<file path="src/rtl/uartx_pkg.sv">
// Shared types and constants for the 8N1 UART transceiver.
package uartx_pkg;

    localparam logic [15:0] BIT_PERIOD_RST  = 16'd109;
    localparam logic [15:0] HALF_PERIOD_RST = 16'd55;
    localparam logic [7:0]  RX_DROP_BYTE    = 8'hFF;
    localparam logic [3:0]  TX_FRAME_BITS   = 4'd9;
    localparam logic [3:0]  RX_DATA_BITS    = 4'd8;

    localparam int unsigned CFG_IDX_W = 2;
    localparam logic [CFG_IDX_W-1:0] CFG_BIT_PERIOD  = 2'd0;
    localparam logic [CFG_IDX_W-1:0] CFG_HALF_PERIOD = 2'd1;

    typedef enum logic [1:0] {
        RX_IDLE   = 2'd0,
        RX_CENTER = 2'd1,
        RX_SAMPLE = 2'd2
    } t_rx_mode;

    typedef struct packed {
        logic       rx_line;
        logic       tx_start;
        logic [7:0] tx_byte;
    } t_in;

    typedef struct packed {
        logic       tx_line;
        logic       tx_busy;
        logic       rx_valid;
        logic [7:0] rx_byte;
    } t_out;

    typedef struct packed {
        logic [15:0] bit_period;
        logic [15:0] half_period;
    } t_cfg;

endpackage

</file>
<file path="src/rtl/uartx_tx.sv">
// Transmit side: bit timer and frame shifter, advanced one tick per item.
module uartx_tx (
    input  logic                i_clk,
    input  logic                i_rst_n,
    input  logic                i_step,
    input  logic                i_start,
    input  logic [7:0]          i_byte,
    input  uartx_pkg::t_cfg     i_cfg,
    output logic                o_line,
    output logic                o_busy
);

    logic [15:0] r_ticks, n_ticks;
    logic [3:0]  r_bits_left, n_bits_left;
    logic [7:0]  r_shift, n_shift;
    logic        r_level, n_level;

    always_comb begin
        n_ticks     = r_ticks;
        n_bits_left = r_bits_left;
        n_shift     = r_shift;
        n_level     = r_level;
        if (r_bits_left == 4'd0) begin
            if (i_start) begin
                n_level     = 1'b0;
                n_shift     = i_byte;
                n_ticks     = 16'd0;
                n_bits_left = uartx_pkg::TX_FRAME_BITS;
            end
        end else if (r_ticks >= i_cfg.bit_period) begin
            n_ticks = 16'd0;
            if (r_bits_left > 4'd1) begin
                n_level = r_shift[0];
                n_shift = {1'b0, r_shift[7:1]};
            end else begin
                n_level = 1'b1;
            end
            n_bits_left = r_bits_left - 4'd1;
        end else begin
            n_ticks = r_ticks + 16'd1;
        end
    end

    always_ff @(posedge i_clk) begin
        if (!i_rst_n) begin
            r_ticks     <= 16'd0;
            r_bits_left <= 4'd0;
            r_shift     <= 8'd0;
            r_level     <= 1'b1;
        end else if (i_step) begin
            r_ticks     <= n_ticks;
            r_bits_left <= n_bits_left;
            r_shift     <= n_shift;
            r_level     <= n_level;
        end
    end

    // Result shows the state after this tick.
    assign o_line = n_level;
    assign o_busy = (n_bits_left != 4'd0);

endmodule

</file>
<file path="src/rtl/uartx_rx.sv">
// Receive side: edge detect, centering wait and bit sampler.
module uartx_rx (
    input  logic                i_clk,
    input  logic                i_rst_n,
    input  logic                i_step,
    input  logic                i_line,
    input  uartx_pkg::t_cfg     i_cfg,
    output logic                o_got,
    output logic [7:0]          o_hold
);

    logic [15:0]         r_ticks, n_ticks;
    logic [3:0]          r_bits_left, n_bits_left;
    logic [7:0]          r_shift, n_shift;
    logic                r_prev, n_prev;
    uartx_pkg::t_rx_mode r_mode, n_mode;
    logic [7:0]          r_hold, n_hold;
    logic                n_got;

    always_comb begin
        n_ticks     = r_ticks;
        n_bits_left = r_bits_left;
        n_shift     = r_shift;
        n_mode      = r_mode;
        n_hold      = r_hold;
        n_got       = 1'b0;
        n_prev      = i_line;
        case (r_mode)
            uartx_pkg::RX_CENTER: begin
                if (r_ticks >= i_cfg.half_period) begin
                    n_ticks     = 16'd0;
                    n_mode      = uartx_pkg::RX_SAMPLE;
                    n_bits_left = uartx_pkg::RX_DATA_BITS;
                    n_shift     = 8'd0;
                end else begin
                    n_ticks = r_ticks + 16'd1;
                end
            end
            uartx_pkg::RX_SAMPLE: begin
                if (r_ticks >= i_cfg.bit_period) begin
                    n_ticks     = 16'd0;
                    n_shift     = {i_line, r_shift[7:1]};
                    n_bits_left = r_bits_left - 4'd1;
                    if (n_bits_left == 4'd0) begin
                        n_mode = uartx_pkg::RX_IDLE;
                        if (n_shift != uartx_pkg::RX_DROP_BYTE) begin
                            n_hold = n_shift;
                            n_got  = 1'b1;
                        end
                    end
                end else begin
                    n_ticks = r_ticks + 16'd1;
                end
            end
            default: begin
                // idle, and the unused code behaves as idle
                n_mode = uartx_pkg::RX_IDLE;
                if (r_prev && !i_line) begin
                    n_mode  = uartx_pkg::RX_CENTER;
                    n_ticks = 16'd0;
                end
            end
        endcase
    end

    always_ff @(posedge i_clk) begin
        if (!i_rst_n) begin
            r_ticks     <= 16'd0;
            r_bits_left <= 4'd0;
            r_shift     <= 8'd0;
            r_prev      <= 1'b1;
            r_mode      <= uartx_pkg::RX_IDLE;
            r_hold      <= 8'd0;
        end else if (i_step) begin
            r_ticks     <= n_ticks;
            r_bits_left <= n_bits_left;
            r_shift     <= n_shift;
            r_prev      <= n_prev;
            r_mode      <= n_mode;
            r_hold      <= n_hold;
        end
    end

    assign o_got  = n_got;
    assign o_hold = n_hold;

endmodule

</file>
<file path="src/rtl/uart_transceiver_8n1_top.sv">
// Top level of the timer-paced 8N1 UART transceiver with output skid buffer.
//
// Usage:
//   Each input item is one tick of the bit timer: the receive line level, a
//   transmit request and the byte to send. Every accepted item yields exactly
//   one result item: transmit line level, busy flag, a one-tick receive
//   strobe and the last received byte, all showing the state after that tick.
//   Results go to the result register, or to the skid entry while that is held.
//   Throughput: one item per cycle while the skid entry is empty; the transmit
//   and receive timers each update in a single pass of compare-and-increment
//   logic on 16-bit counts. Output side: result register plus one skid entry.
//   When the receiver stalls, the item in flight parks in the skid entry and
//   the input stall rises the next cycle; it drops once the skid entry drains.
//   Configuration: index 0 = bit period, 1 = half period (ticks minus one).
//   Writes are always ready and are registered; other indexes are ignored.
//   Reset (synchronous, active low): line idle high, receiver idle, periods
//   back to 109 and 55, no result pending.
module uart_transceiver_8n1_top (
    input  logic                                i_clk,
    input  logic                                i_rst_n,
    // input item channel
    input  logic                                i_in_valid,
    output logic                                o_in_stall,
    input  uartx_pkg::t_in                      i_in,
    // result item channel
    output logic                                o_out_valid,
    input  logic                                i_out_stall,
    output uartx_pkg::t_out                     o_out,
    // configuration write channel
    input  logic                                i_cfg_valid,
    output logic                                o_cfg_ready,
    input  logic [uartx_pkg::CFG_IDX_W-1:0]     i_cfg_index,
    input  logic [15:0]                         i_cfg_data
);

    uartx_pkg::t_cfg r_cfg;
    uartx_pkg::t_out r_out, r_skid, w_new;
    logic            r_out_vld, r_skid_vld;
    logic            w_accept, w_out_take, w_out_free;
    logic            w_tx_line, w_tx_busy, w_rx_got;
    logic [7:0]      w_rx_hold;

    // ---------------- configuration registers ----------------
    assign o_cfg_ready = 1'b1;

    always_ff @(posedge i_clk) begin
        if (!i_rst_n) begin
            r_cfg.bit_period  <= uartx_pkg::BIT_PERIOD_RST;
            r_cfg.half_period <= uartx_pkg::HALF_PERIOD_RST;
        end else if (i_cfg_valid) begin
            case (i_cfg_index)
                uartx_pkg::CFG_BIT_PERIOD:  r_cfg.bit_period  <= i_cfg_data;
                uartx_pkg::CFG_HALF_PERIOD: r_cfg.half_period <= i_cfg_data;
                default: ;
            endcase
        end
    end

    // ---------------- tick datapath ----------------
    // Input is stalled only while the skid entry is occupied.
    assign w_accept = i_in_valid && !r_skid_vld;

    uartx_tx u_tx (
        .i_clk   (i_clk),
        .i_rst_n (i_rst_n),
        .i_step  (w_accept),
        .i_start (i_in.tx_start),
        .i_byte  (i_in.tx_byte),
        .i_cfg   (r_cfg),
        .o_line  (w_tx_line),
        .o_busy  (w_tx_busy)
    );

    uartx_rx u_rx (
        .i_clk   (i_clk),
        .i_rst_n (i_rst_n),
        .i_step  (w_accept),
        .i_line  (i_in.rx_line),
        .i_cfg   (r_cfg),
        .o_got   (w_rx_got),
        .o_hold  (w_rx_hold)
    );

    always_comb begin
        w_new.tx_line  = w_tx_line;
        w_new.tx_busy  = w_tx_busy;
        w_new.rx_valid = w_rx_got;
        w_new.rx_byte  = w_rx_hold;
    end

    // ---------------- result register + skid ----------------
    assign w_out_take = r_out_vld && !i_out_stall;
    assign w_out_free = !r_out_vld || w_out_take;

    always_ff @(posedge i_clk) begin
        if (!i_rst_n) begin
            r_out_vld  <= 1'b0;
            r_skid_vld <= 1'b0;
        end else if (w_out_free) begin
            if (r_skid_vld) begin
                r_out_vld  <= 1'b1;
                r_skid_vld <= 1'b0;
            end else begin
                r_out_vld  <= w_accept;
            end
        end else if (w_accept) begin
            r_skid_vld <= 1'b1;
        end
    end

    always_ff @(posedge i_clk) begin
        if (w_out_free) begin
            if (r_skid_vld) begin
                r_out <= r_skid;
            end else if (w_accept) begin
                r_out <= w_new;
            end
        end else if (w_accept) begin
            r_skid <= w_new;
        end
    end

    assign o_in_stall  = r_skid_vld;
    assign o_out_valid = r_out_vld;
    assign o_out       = r_out;

    // ---------------- assertions ----------------
    // Skid entry is only ever filled behind a held result.
    a_skid_behind_out: assert property (@(posedge i_clk) disable iff (!i_rst_n)
        r_skid_vld |-> r_out_vld)
        else $error("skid entry valid with empty result register");

    // A dropped byte value never shows with the receive strobe.
    a_no_ff_strobe: assert property (@(posedge i_clk) disable iff (!i_rst_n)
        (r_out_vld && r_out.rx_valid) |-> (r_out.rx_byte != uartx_pkg::RX_DROP_BYTE))
        else $error("received 0xFF delivered");

    // Line is idle high whenever the transmitter is not busy.
    a_idle_line_high: assert property (@(posedge i_clk) disable iff (!i_rst_n)
        (r_out_vld && !r_out.tx_busy) |-> r_out.tx_line)
        else $error("tx line low while not busy");

    // A stalled result with a full skid must not let a new item in.
    a_full_blocks: assert property (@(posedge i_clk) disable iff (!i_rst_n)
        (r_skid_vld && i_out_stall) |=> r_skid_vld)
        else $error("skid entry lost under stall");

endmodule
</file>
<file path="config.mk">
export PLATFORM = sky130hd
export DESIGN_NAME = uart_transceiver_8n1_top
export DESIGN_NICKNAME = d
export VERILOG_FILES = /design/src/rtl/uartx_pkg.sv /design/src/rtl/uartx_tx.sv /design/src/rtl/uartx_rx.sv /design/src/rtl/uart_transceiver_8n1_top.sv
export SDC_FILE = /design/constraint.sdc
export NUM_CORES = 1
export LEC_CHECK = 0
export BUFFER_PORTS_ARGS = -buffer_cell sky130_fd_sc_hd__buf_2
export CORE_ASPECT_RATIO = 0.75
export CORE_MARGIN = 10
export CORE_UTILIZATION = 41
export CTS_CLUSTER_SIZE = 8
export DETAILED_ROUTE_END_ITERATION = 8
export PLACE_DENSITY_LB_ADDON = 0.12
export SETUP_SLACK_MARGIN = 0.3
export SYNTH_ARGS = -nofsm -noshare
export SYNTH_HDL_FRONTEND = slang
export SYNTH_HIERARCHICAL = 1
export SYNTH_SLANG_ARGS = --single-unit
</file>
<file path="constraint.sdc">
create_clock -name i_clk -period 2.6 [get_ports i_clk]
set_input_delay 0 -clock i_clk [delete_from_list [all_inputs] [get_ports i_clk]]
set_output_delay 0 -clock i_clk [all_outputs]
set_load 0.02 [all_outputs]
</file>
==> results of run 1 <==
-- cell families (layout without fill, tap and decap cells) --
group	after synthesis	in the layout	share of synthesized area
and+or+nand+nor	266	266	0.200
muxes	57	57	0.0878
xor gates and xnor gates	17	17	0.0220
DFF	123	123	0.396
other	1	1	0.000553
buffers and inverters	101	228	0.0637
adders and majority gates	56	56	0.103
AOI/OAI and AO/OA	114	114	0.127
-- worst max-delay path: cells and delay by family (launching register included) --
family          cells  cell delay, ns
simple gates        4            0.98
buf+inv             1            0.05
fa+ha+maj           1            0.29
mux                 2            0.52
flops               1            0.35
compound gates      1            0.11
-- worst min-delay path by stage --
| stage | endpoint | slack, ns | depth (start not counted) |
|---|---|---|---|
| 4_1_cts | r_skid[9] | 0.03 | 3 |
| 5_1_grt | r_skid[9] | 0.06 | 3 |
| 2_1_floorplan | u_rx/r_prev | 0.13 | 2 |
| 3_5_place_dp | r_cfg[3] | 0.26 | 3 |
| 3_3_place_gp | r_cfg[3] | 0.26 | 3 |
| 6_report | r_skid[9] | 0.04 | 3 |
-- sequential cells by signal, summed over array words and instances, names as in the netlist --
name and flops:
r_cfg 32, u_rx/r_ticks 16, u_tx/r_ticks 16, o_out 11, r_skid 11, u_rx/r_hold 8, u_tx/r_shift 8, u_rx/r_shift 7
u_rx/r_bits_left 4, u_tx/r_bits_left 4, u_rx/r_mode 2, o_in_stall 1, o_out_valid 1, u_rx/r_prev 1, u_tx/r_level 1
-- cell type report --
class	instances	area share
clock buffer	17	0.0477
sequential	123	0.306
timing repair buffer	130	0.116
clock inverter	15	0.0159
multi-input combinational	511	0.457
tap	210	0.0295
inverter	66	0.0278
-- per-layer routing --
| metal | part of all wire | wire length [um] |
|---|---|---|
| met5 | 0 | 0 |
| met4 | 0.012 | 198 |
| met3 | 0.035 | 586 |
| met2 | 0.45 | 7610 |
| met1 | 0.50 | 8470 |
-- cell usage in the layout (no fill, tap or decap), types with 8 or more instances in the layout --
master	count
nor2_1	45
dlygate4sd3_1	31
mux2i_1	37
buf_4	40
a21oi_1	15
mux2_4	14
dfxtp_1	75
a22o_1	11
clkbuf_16	17
inv_1	55
a41o_1	8
nand2_1	100
buf_2	45
xor2_1	13
nand3_1	24
edfxtp_1	22
nor2b_1	13
inv_2	10
a21o_1	15
dfxtp_2	22
ha_1	44
buf_6	9
ha_4	11
nand4_1	11
o21ai_0	14
-- cell usage after synthesis (16+ instances only) --
library cell  number
nand2_1          103
dfxtp_1          101
inv_1             65
ha_1              56
nor2_1            45
mux2i_1           37
nand3_1           25
edfxtp_1          22
a21oi_1           21
clkbuf_1          21
mux2_2            20
o21ai_0           16
-- metrics by stage --
step                utilization  hold slack, ns  setup WS [ns]  power (uW)
floorplan                     -           0.128          0.204        2440
global placement          0.467           0.263         -0.181        2570
detailed placement        0.467           0.265        -0.0621        2590
CTS                       0.544          0.0253         0.0629        4950
global route              0.553          0.0563        -0.0142        5130
finish                    0.553          0.0401         0.0551        4930
-- power by group through the flow --
stage / combinational [uW] / clock [uW] / sequential (uW)
6_report: 614 / 2270 / 2050
5_1_grt: 675 / 2400 / 2050
4_1_cts: 600 / 2310 / 2040
3_5_place_dp: 498 / 0 / 2090
3_3_place_gp: 488 / 0 / 2080
2_1_floorplan: 340 / 0 / 2100
-- what timing repair did --
item | 4_1_cts | 5_1_grt
endpoints found under the setup margin | 82 | 81
gates cloned | 1 | 0
resized for setup | 60 | 31
pin swaps | 25 | 13
endpoints found under the hold margin | 47 | 0
hold buffers | 31 | 0
buffers inserted | 15 | 4
==> impl_metrics.tcl, run 1 <==
set metrics [dict create \
    status "complete, no violations" \
    switching_share 0.265 \
    finalWirelength_um 16900 \
    ir_drop_uv 393 \
    clockPowerShare 0.460 \
    fin_area_um2 8920 \
    multi_input_area_um2 4080 \
    cp.arrival_ns 2.71 \
    path_cells "inv_2 -> ha_4 -> nand4_4 -> or3_4 -> or3_4 -> nand3_4 -> mux2i_1 -> o22ai_2 -> mux2_2" \
    vias_per_cell 5.21 \
    final-setup-viol-count 0 \
    grt_max_degree 53 \
    row_count 40 \
    cts-buffers-inserted 17 \
    fp.dieH_um 131 \
    seq_area_um2 2730 \
    critPathCapture "o_out[9]" \
    slew_viol_final 0 \
    grt_setup_unrepaired "true" \
    synthArstFlopShare 0 \
    clock-root-buffer "clkbuf_16" \
    via_count 5586 \
    drc 0 \
    io_pins 47 \
    max_cap_viol_count 0 \
    synth_seq_cells 123 \
    p_leak_uw 0.00385 \
    nFillCells 1424 \
    rr_worst_depth 9 \
    net-switching-power_uw 1310 \
    first_pass_iters 5 \
    synth-edff-count 22 \
    post-dp-hpwl_um 11800 \
    first_global_vias 5506 \
    htree_num_levels 4 \
    cts_tree "yes" \
    path_clk_slew_ns 0.06 \
    ys_seq_area_frac 0.396 \
    dieArea_um2 22100 \
    r2r-start "r_cfg[31]" \
    place_area_um2 7520 \
    antenna_cells 0 \
    synth_top_area_frac 0.298 \
    placed_cells 989 \
    path_class "flip-flop to flip-flop" \
    syn_inst 735 \
    overflow 0 \
    yosysTopAreaCell "dfxtp_1" \
    design.core.area_um2 16100 \
    initial_core_util 0.421 \
    syn_area_per_cell_um2 9.23 \
    cp.required_ns 2.77 \
    fin_setup_tns_ns 0 \
    skew_ns 0.00800 \
    syn_area_um2 6780 \
    hp-start "i_in[8]" \
    comb_power_share 0.125 \
    internal_power_uw 3620 \
    pwr-share-seq 0.415 \
    postRouteAntennaNets 0 \
    power.density_nw_per_um2 553 \
    antenna_found_initial 0 \
    grt.busiest_layer "met2" \
    cts_buffer_depth 2 \
    grt_use_met3 0.0358 \
    routedWlPerCell_um 15.7 \
    cp_slowest_cell "or3_4" \
    gp_congestion 0.893 \
    worst_pin_slew_ns 1.00 \
    rrSetupSlack_ns 0.06 \
    slowest_delay_ns 0.39 \
    endpoint_kind "flip-flop" \
    clock_latency_ns 0.42 \
    synth_area_leaders "dfxtp_1, ha_1, edfxtp_1, nand2_1, mux2i_1" \
    numPortBuffers 45 \
    synth_top_flop_cell "dfxtp_1" \
    grt_usage 0.150 \
    synth_fp_nets 824 \
    die_width_um 169 \
    grt_pass1_wl_um 27600 \
    cp-start-kind "flip-flop" \
    area_delta_synth_final_pct 31.5 \
    drt_first_iter_violations 286 \
    fmax_mhz 393 \
    use_met2 0.227 \
    use_met1 0.206 \
    drive_gt1_frac 0.287 \
    fin_crit_sh 0.979 \
    yosysUniqueCellTypes 75 \
    clkSinkCount 123 \
    final_hold_viol_count 0 \
    nets 938 \
    path_common_cell "or3_4" \
    yosys_warnings 6 \
    relSlewSlack 0.333 \
    min_period_ns 2.54 \
    r2r_end "o_out[9]" \
    hp-class "input pin to flip-flop" \
    critical_path.startpoint "r_cfg[31]" \
    final_cells 1072 \
    cp_max_fo 7 \
]
(Power assumes the default switching activity.)
==> run 2: changes to the inputs <==
- CORE_UTILIZATION: 41 -> 55
- RECOVER_POWER: not set -> 100
==> impl_metrics.tcl, run 2 (synthesis gave the netlist of run 1 again) <==
set metrics [dict create \
    cp_max_fo 5 \
    final_common_cell "nand2_1" \
    net-switching-power_uw 1350 \
    hp-class "input pin to flip-flop" \
    drc 0 \
    grt_setup_unrepaired "true" \
    post-dp-hpwl_um 11800 \
    fmax_mhz 385 \
    cp.required_ns 2.77 \
    path_class "flip-flop to flip-flop" \
    min_period_ns 2.60 \
    path_clk_slew_ns 0.06 \
    nets 956 \
    dp_slack_ns -0.308 \
    fin_crit_sh 0.999 \
    final_cells 1045 \
    mostFrequentLayoutCells "nand2_1, dfxtp_1, inv_1" \
    dieArea_um2 17200 \
    numPortBuffers 45 \
    area_delta_synth_final_pct 41.9 \
    cts_buffer_depth 2 \
    grt_max_degree 57 \
    reg_top3 "r_cfg x32, u_rx/r_ticks x16, u_tx/r_ticks x16" \
    first_pass_iters 5 \
    grt_pass1_wl_um 28600 \
    drive_gt1_frac 0.355 \
    worst_pin_slew_ns 0.929 \
    seq_area_um2 2740 \
    die_width_um 148 \
    ir_drop_uv 552 \
    largest_reg_flops 32 \
    skew_ns 0.0150 \
    routedWlPerCell_um 18.8 \
    fp.dieH_um 116 \
    whs_path_depth 3 \
    p_leak_uw 0.00400 \
    clock-root-buffer "clkbuf_16" \
    comb_power_share 0.139 \
    final_hold_viol_count 0 \
    gp_congestion 0.906 \
    multi_input_area_um2 4580 \
    pwr-share-seq 0.381 \
    via_count 6015 \
    power_uw 5400 \
    placed_cells 946 \
    first_global_vias 5672 \
    grt_usage 0.205 \
    cp-start-kind "flip-flop" \
    antenna_found_initial 0 \
    internal_power_uw 4050 \
    slew_viol_final 0 \
    clkSinkCount 123 \
    antenna_cells 0 \
    utilization 0.790 \
    regMostFlops "r_cfg" \
    finalWirelength_um 19600 \
    io_pins 47 \
    drt_first_iter_violations 427 \
    overflow 0 \
    clock_latency_ns 0.42 \
    initial_core_util 0.557 \
    rr_worst_depth 9 \
    cts_tree "yes" \
    endpoint_kind "flip-flop" \
    cts-buffers-inserted 17 \
    row_count 35 \
    status "complete, no violations" \
    htree_num_levels 4 \
    final-setup-viol-count 0 \
    fin_ws_ns 0.00159 \
    vias_per_cell 5.76 \
    relSlewSlack 0.381 \
    power.density_nw_per_um2 561 \
    postRouteAntennaNets 0 \
    switching_share 0.250 \
    max_cap_viol_count 0 \
    nFillCells 781 \
    design.core.area_um2 12200 \
    cp.arrival_ns 2.77 \
    clockPowerShare 0.481 \
]
-- run 2: final timing paths --
check / startpoint / endpoint / slack, ns
setup / recovery: r_cfg[30] / o_out[2] / 0.002
hold reg to reg: r_cfg[7] / r_cfg[7] / 0.46
hold / removal: i_in[8] / r_skid[9] / 0.04
setup reg to reg: r_cfg[30] / o_out[2] / 0.002
-- run 2: metrics by stage --
step                cell area (um2)  setup TNS, ns  hold WS (ns)
global placement               7450          -5.58         0.259
CTS                            8830              0        0.0533
global route                   9620         -0.472        0.0765
finish                         9620              0        0.0441
detailed placement             7450          -5.59         0.271
floorplan                      6940              0         0.128
-- run 2: repair_timing --
action,in CTS,in global routing
gates resized for setup,72,143
gates cloned,1,5
setup endpoints to repair,81,86
endpoints found under the hold margin,45,0
pin swaps,24,72
buffers inserted,15,16
hold buffers,31,0
-- run 2: routing by layer --
metal	up-vias	wire, um	part of all wire	GRT usage
li1	2850	-	-	-
met1	2948	8630	0.44	0.272
met2	189	9590	0.49	0.331
met3	28	1160	0.059	0.0426
met4	0	264	0.013	0.0580
met5	-	0	0	0
-- run 2: power groups by stage --
stage	Combinational, uW	Clock (uW)	Sequential (uW)
6_report	748	2600	2050
3_5_place_dp	492	0	2090
3_3_place_gp	478	0	2080
4_1_cts	587	2620	2040
5_1_grt	806	2720	2060
2_1_floorplan	340	0	2100
-- run 2: critical path: stages (launching register included) --
cell and delay (ns):
dfxtp_2 0.35, inv_2 0.05, ha_4 0.26, nand4_1 0.21
nor3_4 0.27, o311ai_4 0.16, a31oi_4 0.27, clkbuf_16 0.20
mux2_4 0.31, mux2_2 0.26
-- run 2: final cells by class --
class / instances / share of cell area
multi-input cells: 512 / 0.476
flip-flops and latches: 123 / 0.284
repair buffers: 147 / 0.125
clock buffers: 17 / 0.0442
inverters: 66 / 0.0260
clock inverters: 14 / 0.0228
well taps: 166 / 0.0216
